`config.mk`:
```
export PLATFORM = sky130hd
export DESIGN_NAME = macro_token_parser_core
export DESIGN_NICKNAME = d
export VERILOG_FILES = /design/src/design/mtp_pkg.sv /design/src/design/macro_token_parser_core.sv
export VERILOG_INCLUDE_DIRS = /design/src /design/src/design
export SDC_FILE = /design/constraint.sdc
export NUM_CORES = 1
export LEC_CHECK = 0
export BUFFER_PORTS_ARGS = -buffer_cell sky130_fd_sc_hd__buf_2
export CAP_MARGIN = 10
export CORE_MARGIN = 3
export CORE_UTILIZATION = 59
export DETAILED_ROUTE_END_ITERATION = 16
export PLACE_DENSITY = 0.8
export SYNTH_ARGS = -nofsm -noshare
export SYNTH_HDL_FRONTEND = slang
export SYNTH_SLANG_ARGS = --single-unit
```
`constraint.sdc`:
```
create_clock -name aclk -period 8.6 [get_ports aclk]
set_input_delay 0 -clock aclk [delete_from_list [all_inputs] [get_ports aclk]]
set_output_delay 0 -clock aclk [all_outputs]
set_load 0.01 [all_outputs]
```
`src/design/macro_token_parser_core_defines.svh`:
```
// Assertion macros for the macro token parser core.
`ifndef MACRO_TOKEN_PARSER_CORE_DEFINES_SVH
`define MACRO_TOKEN_PARSER_CORE_DEFINES_SVH

`ifndef SYNTHESIS

// Check that an expression holds at every edge outside reset.
`define MTP_ASSERT_ALWAYS(lbl, clk, rstn, expr, msg) \
    lbl: assert property (@(posedge clk) disable iff (!rstn) (expr)) else $error(msg);

// Check that a consequent holds whenever an antecedent holds.
`define MTP_ASSERT_IMPLY(lbl, clk, rstn, ante, cons, msg) \
    lbl: assert property (@(posedge clk) disable iff (!rstn) (ante) |-> (cons)) else $error(msg);

`else

`define MTP_ASSERT_ALWAYS(lbl, clk, rstn, expr, msg)
`define MTP_ASSERT_IMPLY(lbl, clk, rstn, ante, cons, msg)

`endif

`endif

```
`src/design/mtp_pkg.sv`:
```
// Types and constants shared by the macro token parser core.
package mtp_pkg;

    typedef enum logic [2:0] {
        PH_IDLE,
        PH_SKIP,
        PH_TOKEN,
        PH_CODE,
        PH_KEY,
        PH_DIGITS
    } phase_t;

    typedef enum logic [3:0] {
        TK_CHAR      = 4'd0,
        TK_TAP       = 4'd1,
        TK_DOWN      = 4'd2,
        TK_UP        = 4'd3,
        TK_DELAY     = 4'd4,
        TK_OTHER     = 4'd5,
        TK_DONE      = 4'd6,
        TK_MALFORMED = 4'd7,
        TK_NOTFOUND  = 4'd8,
        TK_REJECTED  = 4'd9
    } tok_kind_t;

    typedef struct packed {
        tok_kind_t   kind;
        logic [7:0]  code;
        logic [13:0] delay;
        logic        last;
    } tok_t;

    localparam logic IN_START = 1'b0;
    localparam logic IN_BYTE  = 1'b1;

    localparam int CFG_AW = 3;
    localparam logic [CFG_AW-1:0] CFG_MACRO_COUNT = 3'd0;
    localparam logic [CFG_AW-1:0] CFG_PREFIX_BYTE = 3'd1;
    localparam logic [CFG_AW-1:0] CFG_TAP_CODE    = 3'd2;
    localparam logic [CFG_AW-1:0] CFG_DOWN_CODE   = 3'd3;
    localparam logic [CFG_AW-1:0] CFG_UP_CODE     = 3'd4;
    localparam logic [CFG_AW-1:0] CFG_DELAY_CODE  = 3'd5;

    localparam logic [7:0] RST_MACRO_COUNT = 8'd16;
    localparam logic [7:0] RST_PREFIX_BYTE = 8'd1;
    localparam logic [7:0] RST_TAP_CODE    = 8'd1;
    localparam logic [7:0] RST_DOWN_CODE   = 8'd2;
    localparam logic [7:0] RST_UP_CODE     = 8'd3;
    localparam logic [7:0] RST_DELAY_CODE  = 8'd4;

    localparam logic [13:0] DELAY_MAX   = 14'd9999;
    localparam logic [7:0]  DELAY_END   = 8'h7C;
    localparam logic [2:0]  DIGIT_LIMIT = 3'd4;
    localparam logic [7:0]  CHAR_ZERO   = 8'h30;
    localparam logic [7:0]  CHAR_NINE   = 8'h39;
    localparam logic [17:0] DIGIT_SCALE = 18'd10;

    localparam int FIFO_DEPTH = 4;
    localparam int FIFO_AW    = $clog2(FIFO_DEPTH);

endpackage

```
`src/design/macro_token_parser_core.sv`:
```
// Top level of the macro token parser core.
// Results of an accepted item are written into the result queue the cycle after acceptance.
// Throughput: one item per cycle; each item writes up to two results into a
// four-entry result queue that drains one result per cycle while m_tready is high,
// and s_tready drops while fewer than two queue entries are free.
// Reset: synchronous active-low aresetn clears the parse state and the queue and
// loads the register defaults.
`include "macro_token_parser_core_defines.svh"

module macro_token_parser_core
    import mtp_pkg::*;
(
    input  logic                aclk,
    input  logic                aresetn,
    input  logic                s_tvalid,
    output logic                s_tready,
    input  logic [15:0]         s_tdata,   // macro_id, data_byte
    input  logic                s_tuser,   // kind
    input  logic                s_tlast,   // final_byte
    output logic                m_tvalid,
    input  logic                m_tready,
    output logic [23:0]         m_tdata,   // token_code, delay_ms
    output logic [3:0]          m_tuser,   // token_kind
    output logic                m_tlast,   // last
    input  logic                cfg_we,
    input  logic [CFG_AW-1:0]   cfg_addr,
    input  logic [7:0]          cfg_wdata
);

    logic [7:0] macro_count_reg, prefix_byte_reg, tap_code_reg;
    logic [7:0] down_code_reg, up_code_reg, delay_code_reg;

    phase_t      phase_reg, phase_next;
    logic [7:0]  skip_left_reg, skip_left_next;
    logic [13:0] pending_delay_reg, pending_delay_next;
    logic [2:0]  digit_pos_reg, digit_pos_next;
    logic [13:0] digit_value_reg, digit_value_next;
    logic        digits_open_reg, digits_open_next;
    tok_kind_t   held_code_reg, held_code_next;

    tok_t               fifo_mem [FIFO_DEPTH];
    logic [FIFO_AW-1:0] wr_ptr_reg, rd_ptr_reg;
    logic [FIFO_AW:0]   count_reg;

    logic        in_acc, out_acc;
    logic [7:0]  macro_id, data_byte;
    logic        final_byte;
    logic        is_zero, is_digit, start_ok, final_bad;
    logic [7:0]  skip_dec;
    logic [14:0] delay_sum;
    logic [13:0] delay_sat;
    logic [17:0] digit_prod;
    logic [1:0]  push_n;
    tok_t        res0, res1;

    assign macro_id   = s_tdata[7:0];
    assign data_byte  = s_tdata[15:8];
    assign final_byte = s_tlast;

    assign in_acc  = s_tvalid && s_tready;
    assign out_acc = m_tvalid && m_tready;

    assign is_zero   = (data_byte == 8'd0);
    assign is_digit  = (data_byte >= CHAR_ZERO) && (data_byte <= CHAR_NINE);
    assign start_ok  = (phase_reg == PH_IDLE) && (macro_id < macro_count_reg);
    assign final_bad = final_byte && !((phase_reg == PH_TOKEN) && is_zero);
    assign skip_dec  = (is_zero && (skip_left_reg != 8'd0)) ? skip_left_reg - 8'd1
                                                            : skip_left_reg;
    assign delay_sum  = {1'b0, pending_delay_reg} + {1'b0, digit_value_reg};
    assign delay_sat  = (delay_sum > {1'b0, DELAY_MAX}) ? DELAY_MAX : delay_sum[13:0];
    assign digit_prod = 18'(digit_value_reg) * DIGIT_SCALE + 18'(data_byte - CHAR_ZERO);

    always_ff @(posedge aclk) begin
        if (!aresetn) begin
            macro_count_reg <= RST_MACRO_COUNT;
            prefix_byte_reg <= RST_PREFIX_BYTE;
            tap_code_reg    <= RST_TAP_CODE;
            down_code_reg   <= RST_DOWN_CODE;
            up_code_reg     <= RST_UP_CODE;
            delay_code_reg  <= RST_DELAY_CODE;
        end else if (cfg_we) begin
            unique case (cfg_addr)
                CFG_MACRO_COUNT: macro_count_reg <= cfg_wdata;
                CFG_PREFIX_BYTE: prefix_byte_reg <= cfg_wdata;
                CFG_TAP_CODE:    tap_code_reg    <= cfg_wdata;
                CFG_DOWN_CODE:   down_code_reg   <= cfg_wdata;
                CFG_UP_CODE:     up_code_reg     <= cfg_wdata;
                CFG_DELAY_CODE:  delay_code_reg  <= cfg_wdata;
                default: ;
            endcase
        end
    end

    always_comb begin
        logic clear_run;
        clear_run          = 1'b0;
        phase_next         = phase_reg;
        skip_left_next     = skip_left_reg;
        pending_delay_next = pending_delay_reg;
        digit_pos_next     = digit_pos_reg;
        digit_value_next   = digit_value_reg;
        digits_open_next   = digits_open_reg;
        held_code_next     = held_code_reg;
        if (in_acc) begin
            if (s_tuser == IN_START) begin
                if (start_ok) begin
                    clear_run      = 1'b1;
                    phase_next     = (macro_id == 8'd0) ? PH_TOKEN : PH_SKIP;
                    skip_left_next = macro_id;
                end
            end else begin
                unique case (phase_reg)
                    PH_IDLE: ;
                    PH_SKIP: begin
                        skip_left_next = skip_dec;
                        phase_next     = (skip_dec == 8'd0) ? PH_TOKEN : PH_SKIP;
                        if (final_byte) begin
                            clear_run = 1'b1;
                        end
                    end
                    PH_TOKEN, PH_CODE, PH_KEY, PH_DIGITS: begin
                        if (final_bad) begin
                            clear_run = 1'b1;
                        end else begin
                            unique case (phase_reg)
                                PH_TOKEN: begin
                                    if (is_zero) begin
                                        clear_run = 1'b1;
                                    end else if (data_byte == prefix_byte_reg) begin
                                        phase_next = PH_CODE;
                                    end else begin
                                        pending_delay_next = 14'd0;
                                    end
                                end
                                PH_CODE: begin
                                    if (is_zero) begin
                                        clear_run = 1'b1;
                                    end else if (data_byte == tap_code_reg) begin
                                        held_code_next = TK_TAP;
                                        phase_next     = PH_KEY;
                                    end else if (data_byte == down_code_reg) begin
                                        held_code_next = TK_DOWN;
                                        phase_next     = PH_KEY;
                                    end else if (data_byte == up_code_reg) begin
                                        held_code_next = TK_UP;
                                        phase_next     = PH_KEY;
                                    end else if (data_byte == delay_code_reg) begin
                                        digit_pos_next   = 3'd0;
                                        digit_value_next = 14'd0;
                                        digits_open_next = 1'b1;
                                        phase_next       = PH_DIGITS;
                                    end else begin
                                        pending_delay_next = 14'd0;
                                        phase_next         = PH_TOKEN;
                                    end
                                end
                                PH_KEY: begin
                                    if (is_zero) begin
                                        clear_run = 1'b1;
                                    end else begin
                                        pending_delay_next = 14'd0;
                                        held_code_next     = TK_CHAR;
                                        phase_next         = PH_TOKEN;
                                    end
                                end
                                default: begin
                                    if (is_zero) begin
                                        clear_run = 1'b1;
                                    end else if (data_byte == DELAY_END) begin
                                        pending_delay_next = delay_sat;
                                        digit_pos_next     = 3'd0;
                                        digit_value_next   = 14'd0;
                                        digits_open_next   = 1'b0;
                                        phase_next         = PH_TOKEN;
                                    end else if (digit_pos_reg >= DIGIT_LIMIT) begin
                                        clear_run = 1'b1;
                                    end else begin
                                        if (digits_open_reg && is_digit) begin
                                            digit_value_next = digit_prod[13:0];
                                        end else begin
                                            digits_open_next = 1'b0;
                                        end
                                        digit_pos_next = digit_pos_reg + 3'd1;
                                    end
                                end
                            endcase
                        end
                    end
                    default: ;
                endcase
            end
        end
        if (clear_run) begin
            if (!(in_acc && s_tuser == IN_START)) begin
                phase_next     = PH_IDLE;
                skip_left_next = 8'd0;
            end
            pending_delay_next = 14'd0;
            digit_pos_next     = 3'd0;
            digit_value_next   = 14'd0;
            digits_open_next   = 1'b0;
            held_code_next     = TK_CHAR;
        end
    end

    always_comb begin
        logic      single_v, token_v;
        tok_kind_t single_k, token_k;
        single_v = 1'b0;
        token_v  = 1'b0;
        single_k = TK_MALFORMED;
        token_k  = TK_CHAR;
        if (in_acc) begin
            if (s_tuser == IN_START) begin
                if (!start_ok) begin
                    single_v = 1'b1;
                    single_k = TK_REJECTED;
                end
            end else begin
                unique case (phase_reg)
                    PH_IDLE: ;
                    PH_SKIP: begin
                        if (final_byte) begin
                            single_v = 1'b1;
                            single_k = (skip_dec != 8'd0) ? TK_NOTFOUND : TK_MALFORMED;
                        end
                    end
                    PH_TOKEN, PH_CODE, PH_KEY, PH_DIGITS: begin
                        if (final_bad) begin
                            single_v = 1'b1;
                        end else begin
                            unique case (phase_reg)
                                PH_TOKEN: begin
                                    if (is_zero) begin
                                        single_v = 1'b1;
                                        single_k = TK_DONE;
                                    end else if (data_byte != prefix_byte_reg) begin
                                        token_v = 1'b1;
                                    end
                                end
                                PH_CODE: begin
                                    if (is_zero) begin
                                        single_v = 1'b1;
                                    end else if (data_byte != tap_code_reg &&
                                                 data_byte != down_code_reg &&
                                                 data_byte != up_code_reg &&
                                                 data_byte != delay_code_reg) begin
                                        token_v = 1'b1;
                                        token_k = TK_OTHER;
                                    end
                                end
                                PH_KEY: begin
                                    if (is_zero) begin
                                        single_v = 1'b1;
                                    end else begin
                                        token_v = 1'b1;
                                        token_k = held_code_reg;
                                    end
                                end
                                default: begin
                                    if (is_zero || (data_byte != DELAY_END &&
                                                    digit_pos_reg >= DIGIT_LIMIT)) begin
                                        single_v = 1'b1;
                                    end
                                end
                            endcase
                        end
                    end
                    default: ;
                endcase
            end
        end

        res0   = '{kind: single_k, code: 8'd0, delay: 14'd0, last: 1'b1};
        res1   = '{kind: token_k, code: data_byte, delay: 14'd0, last: 1'b1};
        push_n = 2'd0;
        if (single_v) begin
            push_n = 2'd1;
        end else if (token_v) begin
            if (pending_delay_reg != 14'd0) begin
                res0   = '{kind: TK_DELAY, code: 8'd0, delay: pending_delay_reg, last: 1'b0};
                push_n = 2'd2;
            end else begin
                res0   = res1;
                push_n = 2'd1;
            end
        end
    end

    always_ff @(posedge aclk) begin
        if (!aresetn) begin
            phase_reg         <= PH_IDLE;
            skip_left_reg     <= 8'd0;
            pending_delay_reg <= 14'd0;
            digit_pos_reg     <= 3'd0;
            digit_value_reg   <= 14'd0;
            digits_open_reg   <= 1'b0;
            held_code_reg     <= TK_CHAR;
        end else begin
            phase_reg         <= phase_next;
            skip_left_reg     <= skip_left_next;
            pending_delay_reg <= pending_delay_next;
            digit_pos_reg     <= digit_pos_next;
            digit_value_reg   <= digit_value_next;
            digits_open_reg   <= digits_open_next;
            held_code_reg     <= held_code_next;
        end
    end

    always_ff @(posedge aclk) begin
        if (push_n != 2'd0) begin
            fifo_mem[wr_ptr_reg] <= res0;
        end
        if (push_n == 2'd2) begin
            fifo_mem[wr_ptr_reg + FIFO_AW'(1)] <= res1;
        end
    end

    always_ff @(posedge aclk) begin
        if (!aresetn) begin
            wr_ptr_reg <= '0;
            rd_ptr_reg <= '0;
            count_reg  <= '0;
        end else begin
            wr_ptr_reg <= wr_ptr_reg + FIFO_AW'(push_n);
            if (out_acc) begin
                rd_ptr_reg <= rd_ptr_reg + FIFO_AW'(1);
            end
            count_reg <= count_reg + (FIFO_AW+1)'(push_n) - (FIFO_AW+1)'(out_acc);
        end
    end

    assign s_tready = (count_reg <= (FIFO_AW+1)'(FIFO_DEPTH - 2));
    assign m_tvalid = (count_reg != '0);
    assign m_tuser  = fifo_mem[rd_ptr_reg].kind;
    assign m_tdata  = {2'b00, fifo_mem[rd_ptr_reg].delay, fifo_mem[rd_ptr_reg].code};
    assign m_tlast  = fifo_mem[rd_ptr_reg].last;

    `MTP_ASSERT_ALWAYS(a_count_bound, aclk, aresetn, count_reg <= (FIFO_AW+1)'(FIFO_DEPTH), "result queue overflow")
    `MTP_ASSERT_IMPLY(a_held_only_key, aclk, aresetn, phase_reg != PH_KEY, held_code_reg == TK_CHAR, "held code outside key phase")
    `MTP_ASSERT_ALWAYS(a_digit_pos_bound, aclk, aresetn, digit_pos_reg <= DIGIT_LIMIT, "delay character count out of range")
    `MTP_ASSERT_IMPLY(a_idle_clean, aclk, aresetn, phase_reg == PH_IDLE, pending_delay_reg == 14'd0 && skip_left_reg == 8'd0, "idle with leftover run state")
    `MTP_ASSERT_ALWAYS(a_delay_sat, aclk, aresetn, pending_delay_reg <= DELAY_MAX, "pending delay above saturation")

endmodule
```
Word level (Yosys, flattened, before mapping)
Memory sizes are Yosys's and may differ from the RTL's. A register that Yosys moved wholly into a read port is not among the register bits.
Cells that the tools add are included.
{ "word_totals": {"elab_cells": 247, "n_memories": 1, "out_inout_bits": 31, "input_bits": 34, "mem_bits_rw": 108, "ff_bits": 102} }
{ "classes": {"eq_ne": 34, "n_reduce_logical": 43, "addsub": 10, "mul": 1, "magnitude_cmp": 6, "muxes": 131, "bitwise_logic": 5} }
{ "memory_table": {"columns": ["name", "words", "word_bits", "read_ports", "rd_clocked_by_memory_dff", "write_ports", "line_no", "rtl"], "rows": [
  ["fifo_mem", 4, 27, 1, 1, 2, "macro_token_parser_core.sv:41", "tok_t fifo_mem [FIFO_DEPTH];"]
]} }
{ "ops": {"columns": ["op", "count"], "rows": [
  ["two-way mux 14 bit", 20],
  ["two-way mux 27 bit", 3],
  ["two-way mux 3 bit", 26],
  ["two-way mux 4 bit", 15],
  ["two-way mux 8 bit", 7],
  ["case mux 14 bit (3 select lines)", 1],
  ["two-way mux 1 bit", 41],
  ["== test 8 bit", 5],
  ["!= test 8 bit", 5],
  ["case mux 14 bit (2 select lines)", 1],
  ["logical NOT 8 bit", 3],
  ["case mux 4 bit (2 select lines)", 3],
  ["AND reduction 12 bit", 2],
  ["AND reduction 11 bit", 2],
  ["!= test 2 bit (second input constant)", 8],
  ["nonzero test 8 bit", 2],
  ["adder 14 x 14 -> 15 bit", 1],
  ["> comparator 15 x 14 -> 1 bit (second input constant)", 1],
  ["adder 14 bit", 1],
  ["multiplier 14 x 3 -> 13 bit (second input constant)", 1],
  ["two-way mux 2 bit", 7],
  ["nonzero test 14 bit", 1],
  ["logical AND 1 bit", 13],
  ["== test 3 x 2 -> 1 bit (second input constant)", 4],
  ["other kinds (35)", 57]
]} }

Depth between registers and ports, before layout
Gate-level depths: netlist (run 1).
{ "depth": {"word_depth": 16, "depth_mapped": 19, "depth_no_buf": 19} }

Least setup slack after synthesis (run 1)
Ideal clock, no wire load.
{ "synth_path": {"path_type": "register to register", "startpoint": "register count_reg[1]", "endpoint": "register count_reg[2]", "path_stages_with_launch": 18, "slack_ns": 5.292, "arrival_ns": 3.193, "path_cell_list": "dfxtp_1 a21oi_1 and2_1 buf_2 nand2_1 nor3_2 o21ai_2 clkbuf_1 o22ai_1 inv_1 ha_1 inv_1 ha_1 inv_1 fa_1 xor2_1 xnor2_1 and2_1"} }
{ "synth_via": {"elab_chain_len": 7, "word_cells_on_any_way": 10} }
{ "synth_rtl": {"columns": ["item", "line_no", "rtl"], "rows": [
  ["from (decl)", "macro_token_parser_core.sv:43", "logic [FIFO_AW:0] count_reg;"],
  ["from (signal assigned)", "macro_token_parser_core.sv:329", "count_reg <= count_reg + (FIFO_AW+1)'(push_n) - (FIFO_AW+1)'(out_acc);"],
  ["<= comparator 3 x 2 -> 1 bit *", "macro_token_parser_core.sv:333", "assign s_tready = (count_reg <= (FIFO_AW+1)'(FIFO_DEPTH - 2));"],
  ["named net s_tready", "macro_token_parser_core.sv:16", "output logic s_tready,"],
  ["logical AND 1 bit *", "macro_token_parser_core.sv:60", "assign in_acc = s_tvalid && s_tready;"],
  ["two-way mux 1 bit", "macro_token_parser_core.sv:213", "if (in_acc) begin"],
  ["two-way mux 2 bit", "macro_token_parser_core.sv:279", "end else if (token_v) begin"],
  ["two-way mux 2 bit *", "macro_token_parser_core.sv:277", "if (single_v) begin"],
  ["adder 3 x 2 -> 3 bit *", "macro_token_parser_core.sv:329", null],
  ["subtractor 3 x 1 -> 3 bit *", "macro_token_parser_core.sv:329", null]
]} }
The timed path passes the listed nets; every way through them passes the cells marked *.
A chain may end at the register's enable or synchronous reset.

==> results.json, run 1 <==
{
  "min_path_type": "input pin to flop",
  "cts_post_setup_buffers_inserted": 0,
  "clk_path_buf_depth": 3,
  "endpoint_kind": "flop",
  "synth_top_cell_by_area": "dfxtp_1",
  "antenna-diode-count": 0,
  "layout-drive-gt1-share_pct": 12.27,
  "gp_congestion": 0.9577,
  "start_util_pct": 60.27,
  "synth-edff-count": 48,
  "cts_root_buffer": "clkbuf_16",
  "synth_cell_types": 84,
  "fmax_ghz": 0.2422,
  "worst-r2r-setup-slack_ps": 4470,
  "clk-insertion-delay-late_ps": 520,
  "routed-via-count": 9556,
  "detail_route.drc_violations": 0,
  "setup_viol_count_final": 0,
  "category_of_the_most_critical_setup_path": "flop to flop",
  "synth.top_cells.by_area": "dfxtp_1 (27%), edfxtp_1 (12%), ha_1 (6.4%), mux4_2 (5.1%), nand2_1 (4.7%)",
  "synth_cells": 1236,
  "outcome": "finished clean",
  "final_core_utilization_pct": 67.04,
  "average_routed_wire_per_standard_cell_um": 18.45,
  "detail_route.vias_per_cell": 6.122,
  "layout.cells.most_common": "dfxtp_1",
  "synth-seq-cells": 210,
  "1st_iter_drt_viols": 707,
  "grt_pass1_wl_um": 47290,
  "final_cell_mix": "dfxtp_1 (161), nand2_1 (147), nor2_1 (86)",
  "ios": 65,
  "placementRows": 51,
  "relSlewSlack_pct": 20.76,
  "totalPowerFinal_uw": 2509,
  "synth_flop_cell": "dfxtp_1",
  "placed_cell_area_um2": 12180,
  "cts_num_sinks": 210,
  "min_period_ps": 4130,
  "rsz0062_at_grt": "false",
  "htree_num_levels": 1,
  "design.final.nets": 1379,
  "synth_area_um2": 11810,
  "design.core.area_um2": 19590,
  "power_per_cell_area_nw_per_um2": 191.0,
  "ff2ff_path_depth": 8,
  "power_leakage_uw": 0.005163,
  "area_growth_pct": 11.22,
  "fraction_of_registers_with_async_set_or_reset_after_synthesis_pct": 0,
  "synth_area_per_inst_um2": 9.553,
  "final-max-slew-violation-count": 0,
  "post_route_setup_tns_ps": 0,
  "slowest_cell_on_the_critical_path": "nor2_1",
  "crit_path_start_kind": "flop",
  "first_global_vias": 9261,
  "route.antenna.remaining_nets": 0,
  "tritoncts": "yes",
  "detailedRoute.firstPassIterationCount": 5,
  "largest_net_degree_at_the_start_of_global_routing": 60,
  "crit-reg2reg-launch": "count_reg[1]",
  "netlist.area_leader.share_pct": 27.47,
  "timing.clock.skew_ps": 20.63,
  "largest_register_ff_count": 108,
  "max_capacitance_violation_total": 0,
  "ctsResizeCount": 0,
  "grt.overflow.total": 0,
  "count_of_final_hold_check_violations": 0,
  "finalCritPeriodShare_pct": 48.02,
  "die_width_um": 147.5,
  "path_cells": "a21oi_1 > and2_1 > nand2_1 > nor3_2 > o21ai_2 > nor2_1 > nor2_2 > inv_1",
  "ys.warnings.count": 0,
  "grt_antenna_before_repair": 0,
  "grtUsageTotal_pct": 26.34,
  "cts_made_buffers": 23,
  "sequential_to_total_area_share_from_yosys_stat_pct": 39.67,
  "place.port_buffers": 62,
  "timing_worst_slew_pin_value_ps": 1182,
  "worst_setup_hold_path_clk_slew_ps": 60,
  "min_delay_path_depth": 3,
  "wl_um": 28790,
  "dpl.hpwl_um": 20220,
  "worstSetupStartpoint": "count_reg[1]",
  "cp.required_ps": 8770,
  "floorplan.die_area_um2": 21750,
  "worst-path-max-fanout": 16,
  "die_height_um": 147.5,
  "timing.critical_path.arrival_ps": 4290,
  "worstHoldStart": "aresetn",
  "postLayoutCellArea_um2": 13130,
  "critical-path-max-stage-delay_ps": 900,
  "ir_drop_mv": 0.1341
}
-- path summary, 6_finish.rpt --
path                     end
max          fifo_mem[0][21]
min           up_code_reg[1]
max reg2reg  fifo_mem[0][21]
min reg2reg   fifo_mem[3][0]
-- metal layers --
metal | vias to the layer above | GRT usage (%) | share of wire (%)
met1 | 4487 | 34.98 | 42
met3 | 73 | 3.679 | 6.6
met5 | - | 0 | 0
li1 | 4617 | - | -
met4 | 0 | 8.434 | 3.1
met2 | 379 | 44.86 | 48
-- repair_timing --
| action | CTS | global route |
|---|---|---|
| endpoints found under the setup margin | 0 | 0 |
| hold buffers | 19 | 0 |
| endpoints found under the hold margin | 57 | 0 |
-- stage by stage --
stage	worst slack, ps	hold slack, ps	cells
3_5_place_dp	4474	336.4	1502
3_3_place_gp	4701	328.5	1502
4_1_cts	4529	20.33	1561
5_1_grt	4128	48.22	1561
2_1_floorplan	5292	124.0	1237
6_report	4470	33.57	1561
-- worst max-delay path: cells and delay by family (launching register included) --
family,cells,cell delay (ps)
AO/OA/AOI/OAI,2,480
buffers and inverters,1,470
flip-flops,1,320
AND/OR/NAND/NOR,5,2500
-- final cells by class --
type / count / area [µm²]
clock buffer: 32 / 671.9
clock inverter: 8 / 88.84
fill: 1545 / 6457
inverter: 41 / 153.9
multi-input combinational: 921 / 6678
sequential: 210 / 4686
tap: 265 / 331.6
timing repair buffer: 84 / 523.0
-- logic make-up after synthesis --
kind of cell	Yosys count	share of synthesized area (%)
other	1	0.03176
DFF	210	39.67
AOI/OAI and AO/OA	325	20.25
buffers and inverters	106	3.836
muxes	33	5.669
xor gates and xnor gates	83	6.157
adders and majority gates	64	7.036
and+or+nand+nor	414	17.35
-- synth_stat cells, types with 27 or more instances --
library cell,instances
edfxtp_1,48
a22o_1,61
a21boi_0,41
xnor2_1,62
mux4_2,27
nand2_1,147
ha_1,60
nor2_1,86
inv_1,40
dfxtp_1,162
a21oi_1,62
and2_1,36
o21ai_0,31
clkbuf_1,36
-- power breakdown --
part | switching (µW) | leakage, µW | internal, µW | total (µW)
registers | 64.7 | 0.00170 | 1050 | 1110
logic | 230 | 0.00310 | 189 | 419
clock network | 396 | 0.000368 | 580 | 976
total | 691 | 0.00516 | 1820 | 2510
No activity file was read; power rests on OpenSTA's default activity.
==> inputs of run 2 (changes only) <==
- CORE_UTILIZATION: 59 -> 56
- clock period: 8.6 -> 3.7 ns (I/O delays scaled with it)
==> results.json, run 2 (synthesis results as in run 1) <==
{
  "detail_route.vias_per_cell": 6.146,
  "area_growth_pct": 12.88,
  "layout-drive-gt1-share_pct": 14.32,
  "crit_path_end": "count_reg[2]",
  "detail_route.drc_violations": 0,
  "setup_viol_count_final": 0,
  "power.net_switching_uw": 1627,
  "htree_num_levels": 1,
  "placementRows": 52,
  "timing.critical_path.arrival_ps": 3910,
  "count_of_final_hold_check_violations": 0,
  "wl_um": 29400,
  "final-max-slew-violation-count": 0,
  "category_of_the_most_critical_setup_path": "input pin to flop",
  "timing_worst_slew_pin_value_ps": 1038,
  "min_path_type": "input pin to flop",
  "finalWorstSetupSlack_ps": 205.5,
  "cp_num_buf_inv": 5,
  "cts_made_buffers": 23,
  "largest_register_ff_count": 108,
  "grtUsageTotal_pct": 25.65,
  "finalCritPeriodShare_pct": 94.45,
  "die_height_um": 151.2,
  "min_period_ps": 3495,
  "first_global_vias": 9535,
  "path_cells": "dlygate4sd3_1 > buf_2 > nor4_4 > a21oi_1 > a21oi_1 > a21oi_1 > a21o_2 > o22ai_1 > inv_1 > ha_1 > inv_1 > ha_1 > inv_1 > fa_1 > xor2_1 > xnor2_1 > and2_1",
  "power.share.clock_pct": 39.6,
  "place.port_buffers": 62,
  "route.antenna.remaining_nets": 0,
  "outcome": "finished clean",
  "endpoint_kind": "flop",
  "1st_iter_drt_viols": 745,
  "crit-reg2reg-launch": "pending_delay_reg[0]",
  "grt_antenna_before_repair": 0,
  "die_width_um": 151.2,
  "tritoncts": "yes",
  "worst-path-max-fanout": 12,
  "final_instance_count_excl_fillers": 1583,
  "ff2ff_path_depth": 11,
  "largest_net_degree_at_the_start_of_global_routing": 60,
  "grt_pass1_wl_um": 47720,
  "power.combinational.fraction_pct": 16.8,
  "relSlewSlack_pct": 30.33,
  "clk_path_buf_depth": 3,
  "max_capacitance_violation_total": 0,
  "final.fill_count": 1661,
  "power_per_cell_area_nw_per_um2": 444.8,
  "dr.max_layer_used": "met4",
  "floorplan.die_area_um2": 22860,
  "start_util_pct": 57.61,
  "cp_top_family": "compound AO/OA/AOI/OAI gates",
  "average_routed_wire_per_standard_cell_um": 18.57,
  "cts_num_sinks": 210,
  "detailedRoute.firstPassIterationCount": 5,
  "design.final.nets": 1396,
  "routed-via-count": 9729,
  "ios": 65,
  "drt-met1-wl_um": 12570,
  "ir_drop_mv": 0.3124,
  "clk-insertion-delay-late_ps": 530,
  "met3_wirelength_um": 1920,
  "power.sequential.fraction_pct": 43.6,
  "worst_setup_hold_path_clk_slew_ps": 60,
  "layout.cells.most_common": "dfxtp_1",
  "dpl.hpwl_um": 20420,
  "worstSetupStartpoint": "s_tdata[8]",
  "gp_congestion": 0.9424,
  "totalPowerFinal_uw": 5929,
  "grt.overflow.total": 0,
  "wl_met2_um": 14050,
  "critical-path-max-stage-delay_ps": 540,
  "cp.required_ps": 4110,
  "antenna-diode-count": 0,
  "crit_path_start_kind": "input pin",
  "crit-reg2reg-capture": "pending_delay_reg[2]",
  "fmax_ghz": 0.2862,
  "cell_internal_pwr_uw": 4302,
  "post_route_setup_tns_ps": 0,
  "slowest_cell_on_the_critical_path": "dlygate4sd3_1",
  "power_leakage_uw": 0.005278,
  "final_cell_mix": "dfxtp_1 (160), nand2_1 (147), nor2_1 (86), xnor2_1 (62), buf_2 (62)",
  "design.core.area_um2": 20490,
  "cts_root_buffer": "clkbuf_16",
  "timing.clock.skew_ps": 24.35,
  "rsz0062_at_grt": "false",
  "sw_ratio_pct": 27.45,
  "worst_hold_slack_ps": 7.347,
  "place.detailed.instances": 1524,
  "worst-r2r-setup-slack_ps": 260,
  "cts_post_setup_buffers_inserted": 0,
  "critical_path_cell_count": 17,
  "pre_cts_ws_ps": 143.6
}
## run 2: cell count changes in the layout (fill, tap and decap cells not counted), sizes merged
| cell | previous run | this run |
|---|---|---|
| buf | 65 | 82 |
| clkinvlp | 2 | 0 |
| clkinv | 4 | 5 |
| inv | 42 | 43 |
## run 2: power groups by stage
stage	logic, µW	registers (µW)	clock network, µW
finish	998	2580	2350
global route	1100	2610	2460
CTS	998	2590	2380
detailed placement	975	2640	0
global placement	951	2630	0
floorplan	791	2530	0
## run 2: worst min path at each step
stage | cells after the start | slack (ps) | endpoint | start
floorplan | 2 | 120 | delay_code_reg[2] | cfg_wdata[2]
global placement | 3 | 330 | up_code_reg[6] | cfg_wdata[6]
detailed placement | 3 | 340 | tap_code_reg[6] | cfg_wdata[6]
CTS | 4 | 1 | flop | m_tready
global route | 4 | 20 | flop | m_tready
finish | 4 | 7 | flop | m_tready
## run 2: metrics by stage
step	instance area, µm²	util [%]
CTS	13300	64.89
detailed placement	12320	60.09
floorplan	11810	-
global placement	12320	60.09
global route	13330	65.03
finish	13330	65.03
## run 2: metal layers
metal,track usage (%),vias up
li1,-,4666
met2,43.21,372
met5,0,-
met3,3.441,77
met1,33.99,4614
met4,8.840,0
## run 2: worst reg2reg max path: cells and delay by family, from the launching register on
kind	cells	cell delay, ps
AND/OR/NAND/NOR	1	150
flip-flops	1	390
adder cells (fa/ha/maj)	2	700
AO/OA/AOI/OAI	8	2090
## run 2: area by class of cell
class	instances	area, µm²	share of cell area, %
Clock buffer	32	705.7	5.295
Clock inverter	8	87.58	0.6572
Inverter	41	153.9	1.155
Multi-Input combinational cell	921	6703	50.29
Sequential cell	210	4690	35.19
Tap cell	270	337.8	2.535
Timing Repair Buffer	101	650.6	4.882
## run 2: what timing repair did
item,4_1_cts,5_1_grt
endpoints found under the hold margin,56,0
gates resized for setup,0,9
hold buffers,19,0
endpoints found under the setup margin,0,16
